<file path="src/rtl/timer_dma_irq_register_block_macros.svh">
// Assertion macros shared by the timer, DMA and interrupt register block.
`ifndef TIMER_DMA_IRQ_REGISTER_BLOCK_MACROS_SVH
`define TIMER_DMA_IRQ_REGISTER_BLOCK_MACROS_SVH

// Same-cycle implication, checked outside reset.
`define TDIRB_ASSERT_NOW(label, clk, rst, ante, cons, msg) \
  label: assert property (@(posedge clk) disable iff (rst) (ante) |-> (cons)) \
    else $error(msg);

// Next-cycle implication, checked outside reset.
`define TDIRB_ASSERT_NEXT(label, clk, rst, ante, cons, msg) \
  label: assert property (@(posedge clk) disable iff (rst) (ante) |=> (cons)) \
    else $error(msg);

`endif

</file>
<file path="src/rtl/tdirb_pkg.sv">
// Package with types, register offsets and command codes of the timer, DMA and IRQ block.
`timescale 1ns / 1ps

package tdirb_pkg;

  // Bus command codes.
  localparam logic [1:0] CMD_READ  = 2'd0;
  localparam logic [1:0] CMD_WRITE = 2'd1;
  localparam logic [1:0] CMD_TICK  = 2'd2;

  // Register byte offsets.
  localparam logic [15:0] OFF_IRQ_ENABLE      = 16'h0000;
  localparam logic [15:0] OFF_IRQ_SET         = 16'h0004;
  localparam logic [15:0] OFF_IRQ_CLEAR       = 16'h0008;
  localparam logic [15:0] OFF_IRQ_STATUS      = 16'h000c;
  localparam logic [15:0] OFF_TIMER_CONTROL   = 16'h0100;
  localparam logic [15:0] OFF_TIMER_INTERVAL  = 16'h0104;
  localparam logic [15:0] OFF_TIMER_COUNT     = 16'h0108;
  localparam logic [15:0] OFF_DMA_CONTROL     = 16'h0200;
  localparam logic [15:0] OFF_DMA_BASE        = 16'h0204;
  localparam logic [15:0] OFF_DMA_BLOCK_SIZE  = 16'h0208;
  localparam logic [15:0] OFF_DMA_BLOCK_COUNT = 16'h020c;
  localparam logic [15:0] OFF_DMA_BLOCK_INDEX = 16'h0210;
  localparam logic [15:0] OFF_EXT0            = 16'h0300;
  localparam logic [15:0] OFF_EXT1            = 16'h0304;
  localparam logic [15:0] OFF_EXT2            = 16'h0308;
  localparam logic [15:0] OFF_EXT3            = 16'h030c;

  // Control register bit positions.
  localparam int TMR_START_BIT    = 0;
  localparam int TMR_PERIODIC_BIT = 1;
  localparam int TMR_IRQEN_BIT    = 2;
  localparam int TMR_DMAEN_BIT    = 3;
  localparam int DMA_EN_BIT       = 0;
  localparam int DMA_M2P_BIT      = 1;

  // Elapsed time saturates at the top of its 33-bit range.
  localparam logic [32:0] ELAPSED_MAX = 33'h1_FFFF_FFFF;

  // One bus transaction towards the block.
  typedef struct packed {
    logic [1:0]  cmd;
    logic [15:0] offset;
    logic [31:0] write_data;
  } in_t;

  // One result transaction from the block.
  typedef struct packed {
    logic [31:0] read_data;
    logic        irq_line;
    logic        dma_request;
    logic [31:0] dma_address;
    logic [31:0] dma_length;
    logic        dma_to_peripheral;
  } out_t;

endpackage

</file>
<file path="src/rtl/timer_dma_irq_register_block.sv">
// Timer, block DMA and interrupt register block with registered input and result stages.
`timescale 1ns / 1ps
// An accepted transaction is held in the input register, and its result then in the result register.
// Throughput: one transaction per cycle while the result side does not stall; the input and result registers
// form a two-entry pipeline, so input is stalled only while both are full and held.
// All state updates and the DMA address product are computed combinationally between them.
// Reset (rst, synchronous, active high) clears every state register and both valid flags.

module timer_dma_irq_register_block (
  input  logic            clk,
  input  logic            rst,
  input  logic            bus_valid,
  output logic            bus_stall,
  input  tdirb_pkg::in_t  bus_item,
  output logic            result_valid,
  input  logic            result_stall,
  output tdirb_pkg::out_t result_item
);

  `include "timer_dma_irq_register_block_macros.svh"

  // Input stage.
  logic           a_valid;
  tdirb_pkg::in_t a_item;
  logic           a_go;

  // Architectural registers and their next values.
  logic [31:0] irq_enable, irq_enable_next;
  logic [31:0] irq_status, irq_status_next;
  logic [31:0] timer_control, timer_control_next;
  logic [31:0] timer_interval, timer_interval_next;
  logic [31:0] timer_count, timer_count_next;
  logic [32:0] elapsed_ticks, elapsed_ticks_next;
  logic [31:0] dma_control, dma_control_next;
  logic [31:0] dma_base, dma_base_next;
  logic [31:0] dma_block_size, dma_block_size_next;
  logic [31:0] dma_block_count, dma_block_count_next;
  logic [31:0] dma_block_index, dma_block_index_next;
  logic [31:0] ext_reg [4];
  logic [31:0] ext_reg_next [4];

  // Tick datapath.
  logic [32:0] elapsed_inc;
  logic        tick_fire;
  logic        fire_dma;
  logic [31:0] dma_prod;
  logic [31:0] index_inc;

  tdirb_pkg::out_t res_next;

  // The input stage moves on when the result register is empty or being taken.
  assign a_go      = a_valid && (!result_valid || !result_stall);
  assign bus_stall = a_valid && !a_go;

  // Input register.
  always_ff @(posedge clk) begin
    if (rst) begin
      a_valid <= 1'b0;
    end else if (bus_valid && !bus_stall) begin
      a_valid <= 1'b1;
    end else if (a_go) begin
      a_valid <= 1'b0;
    end
  end

  always_ff @(posedge clk) begin
    if (bus_valid && !bus_stall) begin
      a_item <= bus_item;
    end
  end

  // Tick arithmetic from the current state.
  assign elapsed_inc = (elapsed_ticks != tdirb_pkg::ELAPSED_MAX) ? elapsed_ticks + 33'd1
                                                                 : elapsed_ticks;
  assign tick_fire   = elapsed_inc > {1'b0, timer_interval};
  assign dma_prod    = dma_block_size * dma_block_index;
  assign index_inc   = dma_block_index + 32'd1;
  assign fire_dma    = (a_item.cmd == tdirb_pkg::CMD_TICK)
                       && timer_control[tdirb_pkg::TMR_START_BIT]
                       && tick_fire && timer_control[tdirb_pkg::TMR_DMAEN_BIT]
                       && dma_control[tdirb_pkg::DMA_EN_BIT];

  // Next state and result for the transaction in the input stage.
  always_comb begin
    irq_enable_next      = irq_enable;
    irq_status_next      = irq_status;
    timer_control_next   = timer_control;
    timer_interval_next  = timer_interval;
    timer_count_next     = timer_count;
    elapsed_ticks_next   = elapsed_ticks;
    dma_control_next     = dma_control;
    dma_base_next        = dma_base;
    dma_block_size_next  = dma_block_size;
    dma_block_count_next = dma_block_count;
    dma_block_index_next = dma_block_index;
    ext_reg_next         = ext_reg;
    res_next             = '0;

    case (a_item.cmd)
      tdirb_pkg::CMD_READ: begin
        case (a_item.offset)
          tdirb_pkg::OFF_IRQ_ENABLE:      res_next.read_data = irq_enable;
          tdirb_pkg::OFF_IRQ_STATUS:      res_next.read_data = irq_status;
          tdirb_pkg::OFF_TIMER_CONTROL:   res_next.read_data = timer_control;
          tdirb_pkg::OFF_TIMER_INTERVAL:  res_next.read_data = timer_interval;
          tdirb_pkg::OFF_TIMER_COUNT:     res_next.read_data = timer_count;
          tdirb_pkg::OFF_DMA_CONTROL:     res_next.read_data = dma_control;
          tdirb_pkg::OFF_DMA_BASE:        res_next.read_data = dma_base;
          tdirb_pkg::OFF_DMA_BLOCK_SIZE:  res_next.read_data = dma_block_size;
          tdirb_pkg::OFF_DMA_BLOCK_COUNT: res_next.read_data = dma_block_count;
          tdirb_pkg::OFF_DMA_BLOCK_INDEX: res_next.read_data = dma_block_index;
          tdirb_pkg::OFF_EXT0:            res_next.read_data = ext_reg[0];
          tdirb_pkg::OFF_EXT1:            res_next.read_data = ext_reg[1];
          tdirb_pkg::OFF_EXT2:            res_next.read_data = ext_reg[2];
          tdirb_pkg::OFF_EXT3:            res_next.read_data = ext_reg[3];
          default:                        res_next.read_data = '0;
        endcase
      end
      tdirb_pkg::CMD_WRITE: begin
        case (a_item.offset)
          tdirb_pkg::OFF_IRQ_ENABLE: irq_enable_next = a_item.write_data;
          tdirb_pkg::OFF_IRQ_SET:    irq_status_next = irq_status | a_item.write_data;
          tdirb_pkg::OFF_IRQ_CLEAR:  irq_status_next = irq_status & ~a_item.write_data;
          tdirb_pkg::OFF_TIMER_CONTROL: begin
            // A rising start bit restarts the elapsed time and the fire count.
            if (a_item.write_data[tdirb_pkg::TMR_START_BIT]
                && !timer_control[tdirb_pkg::TMR_START_BIT]) begin
              elapsed_ticks_next = '0;
              timer_count_next   = '0;
            end
            timer_control_next = a_item.write_data;
          end
          tdirb_pkg::OFF_TIMER_INTERVAL: timer_interval_next = a_item.write_data;
          tdirb_pkg::OFF_DMA_CONTROL: begin
            // A rising enable bit rewinds the block index.
            if (a_item.write_data[tdirb_pkg::DMA_EN_BIT]
                && !dma_control[tdirb_pkg::DMA_EN_BIT]) begin
              dma_block_index_next = '0;
            end
            dma_control_next = a_item.write_data;
          end
          tdirb_pkg::OFF_DMA_BASE:        dma_base_next        = a_item.write_data;
          tdirb_pkg::OFF_DMA_BLOCK_SIZE:  dma_block_size_next  = a_item.write_data;
          tdirb_pkg::OFF_DMA_BLOCK_COUNT: dma_block_count_next = a_item.write_data;
          tdirb_pkg::OFF_EXT0:            ext_reg_next[0]      = a_item.write_data;
          tdirb_pkg::OFF_EXT1:            ext_reg_next[1]      = a_item.write_data;
          tdirb_pkg::OFF_EXT2:            ext_reg_next[2]      = a_item.write_data;
          tdirb_pkg::OFF_EXT3:            ext_reg_next[3]      = a_item.write_data;
          default: ;
        endcase
      end
      tdirb_pkg::CMD_TICK: begin
        // A running timer counts, and fires once elapsed time passes the interval.
        if (timer_control[tdirb_pkg::TMR_START_BIT]) begin
          elapsed_ticks_next = elapsed_inc;
          if (tick_fire) begin
            if (timer_control[tdirb_pkg::TMR_PERIODIC_BIT]) begin
              elapsed_ticks_next = '0;
            end else begin
              timer_control_next[tdirb_pkg::TMR_START_BIT] = 1'b0;
            end
            timer_count_next = timer_count + 32'd1;
            if (fire_dma) begin
              res_next.dma_request       = 1'b1;
              res_next.dma_address       = dma_base + dma_prod;
              res_next.dma_length        = dma_block_size;
              res_next.dma_to_peripheral = dma_control[tdirb_pkg::DMA_M2P_BIT];
              dma_block_index_next = (index_inc >= dma_block_count) ? '0 : index_inc;
            end
            if (timer_control[tdirb_pkg::TMR_IRQEN_BIT]) begin
              irq_status_next = irq_status | 32'd1;
            end
          end
        end
      end
      default: ;
    endcase

    res_next.irq_line = |(irq_enable_next & irq_status_next);
  end

  // State registers.
  always_ff @(posedge clk) begin
    if (rst) begin
      irq_enable      <= '0;
      irq_status      <= '0;
      timer_control   <= '0;
      timer_interval  <= '0;
      timer_count     <= '0;
      elapsed_ticks   <= '0;
      dma_control     <= '0;
      dma_base        <= '0;
      dma_block_size  <= '0;
      dma_block_count <= '0;
      dma_block_index <= '0;
      ext_reg         <= '{default: '0};
    end else if (a_go) begin
      irq_enable      <= irq_enable_next;
      irq_status      <= irq_status_next;
      timer_control   <= timer_control_next;
      timer_interval  <= timer_interval_next;
      timer_count     <= timer_count_next;
      elapsed_ticks   <= elapsed_ticks_next;
      dma_control     <= dma_control_next;
      dma_base        <= dma_base_next;
      dma_block_size  <= dma_block_size_next;
      dma_block_count <= dma_block_count_next;
      dma_block_index <= dma_block_index_next;
      ext_reg         <= ext_reg_next;
    end
  end

  // Result register.
  always_ff @(posedge clk) begin
    if (rst) begin
      result_valid <= 1'b0;
    end else if (a_go) begin
      result_valid <= 1'b1;
    end else if (!result_stall) begin
      result_valid <= 1'b0;
    end
  end

  always_ff @(posedge clk) begin
    if (a_go) begin
      result_item <= res_next;
    end
  end

  // Checks on the datapath and the pipeline.
  `TDIRB_ASSERT_NEXT(a_go_gives_result, clk, rst, a_go, result_valid,
    "transaction left the input stage without reaching the result register")
  `TDIRB_ASSERT_NOW(no_dma_fields_idle, clk, rst,
    result_valid && !result_item.dma_request,
    result_item.dma_address == '0 && result_item.dma_length == '0
    && !result_item.dma_to_peripheral,
    "DMA fields set without a DMA request")
  `TDIRB_ASSERT_NEXT(dma_index_wraps, clk, rst, a_go && fire_dma,
    dma_block_index == '0 || dma_block_index < dma_block_count,
    "DMA block index left at or beyond the block count")
  `TDIRB_ASSERT_NEXT(one_shot_stops, clk, rst,
    a_go && (a_item.cmd == tdirb_pkg::CMD_TICK) && timer_control[tdirb_pkg::TMR_START_BIT]
    && tick_fire && !timer_control[tdirb_pkg::TMR_PERIODIC_BIT],
    !timer_control[tdirb_pkg::TMR_START_BIT],
    "one-shot timer still running after it fired")
  `TDIRB_ASSERT_NOW(irq_line_matches, clk, rst, result_valid && $past(a_go),
    result_item.irq_line == (|(irq_enable & irq_status)),
    "interrupt line disagrees with the enable and status registers")

endmodule

</file>
<file path="config.mk">
export PLATFORM = sky130hd
export DESIGN_NAME = timer_dma_irq_register_block
export DESIGN_NICKNAME = d
export VERILOG_FILES = /design/src/rtl/tdirb_pkg.sv /design/src/rtl/timer_dma_irq_register_block.sv
export VERILOG_INCLUDE_DIRS = /design/src /design/src/rtl
export SDC_FILE = /design/constraint.sdc
export NUM_CORES = 2
export LEC_CHECK = 0
export ABC_AREA = 1
export ABC_CLOCK_PERIOD_IN_PS = 9080
export BUFFER_PORTS_ARGS = -buffer_cell sky130_fd_sc_hd__buf_2
export CAP_MARGIN = 15
export CORE_MARGIN = 1.5
export CORE_UTILIZATION = 36
export DETAILED_ROUTE_END_ITERATION = 7
export HOLD_SLACK_MARGIN = 0.1
export PLACE_DENSITY = 0.54
export SLEW_MARGIN = 40
export SYNTH_ARGS = -nofsm -noshare
export SYNTH_HDL_FRONTEND = slang
export SYNTH_SLANG_ARGS = --single-unit
</file>
<file path="constraint.sdc">
create_clock -name clk -period 9.08 [get_ports clk]
set_input_delay 1.816 -clock clk [delete_from_list [all_inputs] [get_ports clk]]
set_output_delay 1.816 -clock clk [all_outputs]
set_load 0.03 [all_outputs]
</file>
==> impl_metrics.csv <==
group,metric,value,unit
finish,fin_nets,7051,
logic_synthesis,synth_compound_area_frac,0.1494,
logic_synthesis,synth_top_family_by_area,"adder cells",
clock_network,clkTransAtPathRegs,0.06,ns
sta,fin_skew,0.07918,ns
logic_synthesis,synth.most_common_cell,"inv_1",
finish,final_util,0.3999,
sta,max-slew-margin-rel,0.3926,
finish,area_growth,10.22,%
logic_synthesis,synth_cell_types,55,
sta,fmax,132.0,MHz
setup_path,worst-path-max-fanout,16,
sta,final-hold-violation-count,0,
sta,fin_crit,7.575,ns
run,max_cap_viol_count,0,
global_routing,grt_pass1_wl,268400,um
floorplanning,die_x,370.0,um
global_routing,grt-ovfl-total,0,
floorplanning,die_h,370.0,um
clock_network,cts_htree_levels,3,
drt,final_antenna_net_count,0,
setup_path,cpPeakStageDelay,0.87,ns
power,cellPowerDensity,123.2,nW/um^2
status,violations,"design-rule violations",
sta,tightest_slew,0.9111,ns
setup_path,cp_num_buf_inv,7,
clock_network,cts_buffers,76,
setup_path,crit_path_start_kind,"flop",
logic_synthesis,synthCells,6417,
clock_network,insertion_delay,0.70,ns
sta,fin_tns_setup,0,ns
sta,setup_viol,0,
drt,drcViolationCount,24,
logic_synthesis,synth_edf_count,149,
floorplanning,rows,134,
clock_network,cts_tree,"built",
min_path,hp-class,"flop to flop",
global_routing,grt_max_degree,127,
power,max-vdd-ir-drop,0.0001583,V
place,hpwl,136100,um
logic_synthesis,yosysSeqAreaShare,0.2917,
logic_synthesis,synth_ff_type,"dfxtp_1",
setup_path,slowest_stage,"dfxtp_1",
clock_network,post-cts-setup-buffer-count,0,
logic_synthesis,async_flop_share,0,
global_routing,grt_util_all_layers,0.2613,
place,gp_congestion,0.9377,
drt,vias,43060,
setup_path,path_common_cell,"fa_1",
global_routing,grt_pass1_vias,41030,
logic_synthesis,synth_top_cell_by_area,"dfxtp_1",
drt,wl_per_cell,22.10,um
clock_network,cts-resized-gates,0,
drt,firstDrtPassIters,8,
global_routing,antenna_found_initial,10,
clock_network,postCtsHoldBufs,0,
drt,drt_iter0_markers,4185,
logic_synthesis,ys_ff_latch,632,
setup_path,crit_family,"adder cells",
logic_synthesis,synthAdderAreaFrac,0.2309,
floorplanning,dieArea,136900,um^2
logic_synthesis,synthMuxAreaShare,0.0002065,
finish,largest_register_ffs,128,
setup_path,crit_type,"flop to flop",
logic_synthesis,synth_area_leaders,"dfxtp_1, fa_1, inv_1",
logic_synthesis,synthXorXnorAreaFrac,0.02150,
sta,maxSlewViolCount,0,
place,io_buffers,154,
logic_synthesis,syn_area_per_cell,7.555,um^2
setup_path,crit_required,9.46,ns
clock_network,clockRootBuffer,"clkbuf_16",
power,power,6.581,mW
sta,period_share,0.8343,
clock_network,cts_sinks,632,
floorplanning,core,133600,um^2
logic_synthesis,synth-simple-area-share,0.1624,
setup_path,crit_arrival,7.95,ns
logic_synthesis,synth_top_area_share,0.1995,
sta,rsz0062_at_grt,"no",
drt,vias_per_cell,5.256,
logic_synthesis,synth_commonest_cells,"inv_1, nand2_1, a21oi_1",
setup_path,end_kind,"flop",
floorplanning,initial_core_util,0.3628,
logic_synthesis,syn-cell-area,48480,um^2
finish,drive_gt1_frac,0.06773,
floorplanning,io_pins,155,
logic_synthesis,yosysWarnings,0,
status,status,"finished with violations",
logic_synthesis,syn_nets,7103,
drt,drt-total-wl,181000,um
power,p_leak,24.60,nW
clock_network,clockBufferDepth,3,
final cells by class:
cell class	instances	area [um^2]
sequential	632	14160
tap	1768	2212
clock inverter	24	410.4
inverter	1440	5420
clock buffer	112	2117
fill	13790	80190
multi-input combinational	3954	27450
timing repair buffer	261	1660
antenna	2	5.005
worst register-to-register path, stage by stage, from the launching register on:
cell	delay, ns
dfxtp_1	0.87
nand2_1	0.14
inv_1	0.10
fa_1	0.44
fa_1	0.52
fa_1	0.49
inv_1	0.06
fa_1	0.56
inv_1	0.06
fa_1	0.49
inv_1	0.05
fa_1	0.53
inv_1	0.05
fa_1	0.47
inv_1	0.04
fa_1	0.47
inv_1	0.04
ha_1	0.35
a21oi_1	0.26
o21ai_0	0.12
a21oi_1	0.16
nand3_1	0.23
a21oi_1	0.39
o21bai_1	0.15
o21ai_0	0.17
a21oi_1	0.06
final timing paths:
kind / startpoint / end / slack, ns / depth (start not counted)
hold / removal: ext_reg[7]$_SDFFE_PP0P_ / ext_reg[7]$_SDFFE_PP0P_ / 0.45 / 2
setup / recovery: dma_block_size[17]$_SDFFE_PP0P_ / result_item[62]$_SDFFCE_PN0P_ / 1.50 / 25
setup reg to reg: dma_block_size[17]$_SDFFE_PP0P_ / result_item[62]$_SDFFCE_PN0P_ / 1.50 / 25
hold reg to reg: ext_reg[7]$_SDFFE_PP0P_ / ext_reg[7]$_SDFFE_PP0P_ / 0.45 / 2
where the power goes:
group	internal [mW]	switching (mW)	leakage, nW
logic	0.107	0.331	18.0
registers	2.93	0.0794	5.36
clock network	1.78	1.34	1.20
total	4.83	1.75	24.6
cell usage in the layout, fill, tap and decap left out, drive strengths merged, types with 113 or more instances in the layout:
| master | instances |
|---|---|
| dfxtp | 483 |
| ha | 194 |
| o21ai | 434 |
| o22ai | 173 |
| inv | 1439 |
| buf | 260 |
| edfxtp | 149 |
| clkbuf | 113 |
| fa | 438 |
| nand3 | 195 |
| nor2 | 378 |
| a21oi | 567 |
| nand2 | 1110 |
metrics by stage:
stage / cells / setup WS [ns] / cell area [um^2] / hold WS, ns
6_report: 8193 / 1.505 / 53430 / 0.4464
5_1_grt: 8191 / 1.081 / 53430 / 0.4642
4_1_cts: 8190 / 1.537 / 53380 / 0.4455
3_5_place_dp: 8054 / 1.600 / 50860 / 0.4368
3_3_place_gp: 8047 / 1.466 / 50710 / 0.4332
2_1_floorplan: 6417 / 0.4341 / 48480 / 0.4237
metal layers:
layer  track usage  part of all wire
met2        0.4133              0.45
met3       0.04059             0.074
met4        0.1166             0.050
met1        0.3517              0.43
met5             0           0.00039
cells by family (layout without fill, tap and decap cells):
| logic type | Yosys count | after routing |
|---|---|---|
| compound gates | 1319 | 1319 |
| xor+xnor | 119 | 119 |
| fa+ha+maj | 632 | 632 |
| buf+inv | 1831 | 1837 |
| flops | 632 | 632 |
| mux | 1 | 1 |
| other cells | 0 | 2 |
| simple gates | 1883 | 1883 |
No activity file was read; power rests on OpenSTA's default activity.
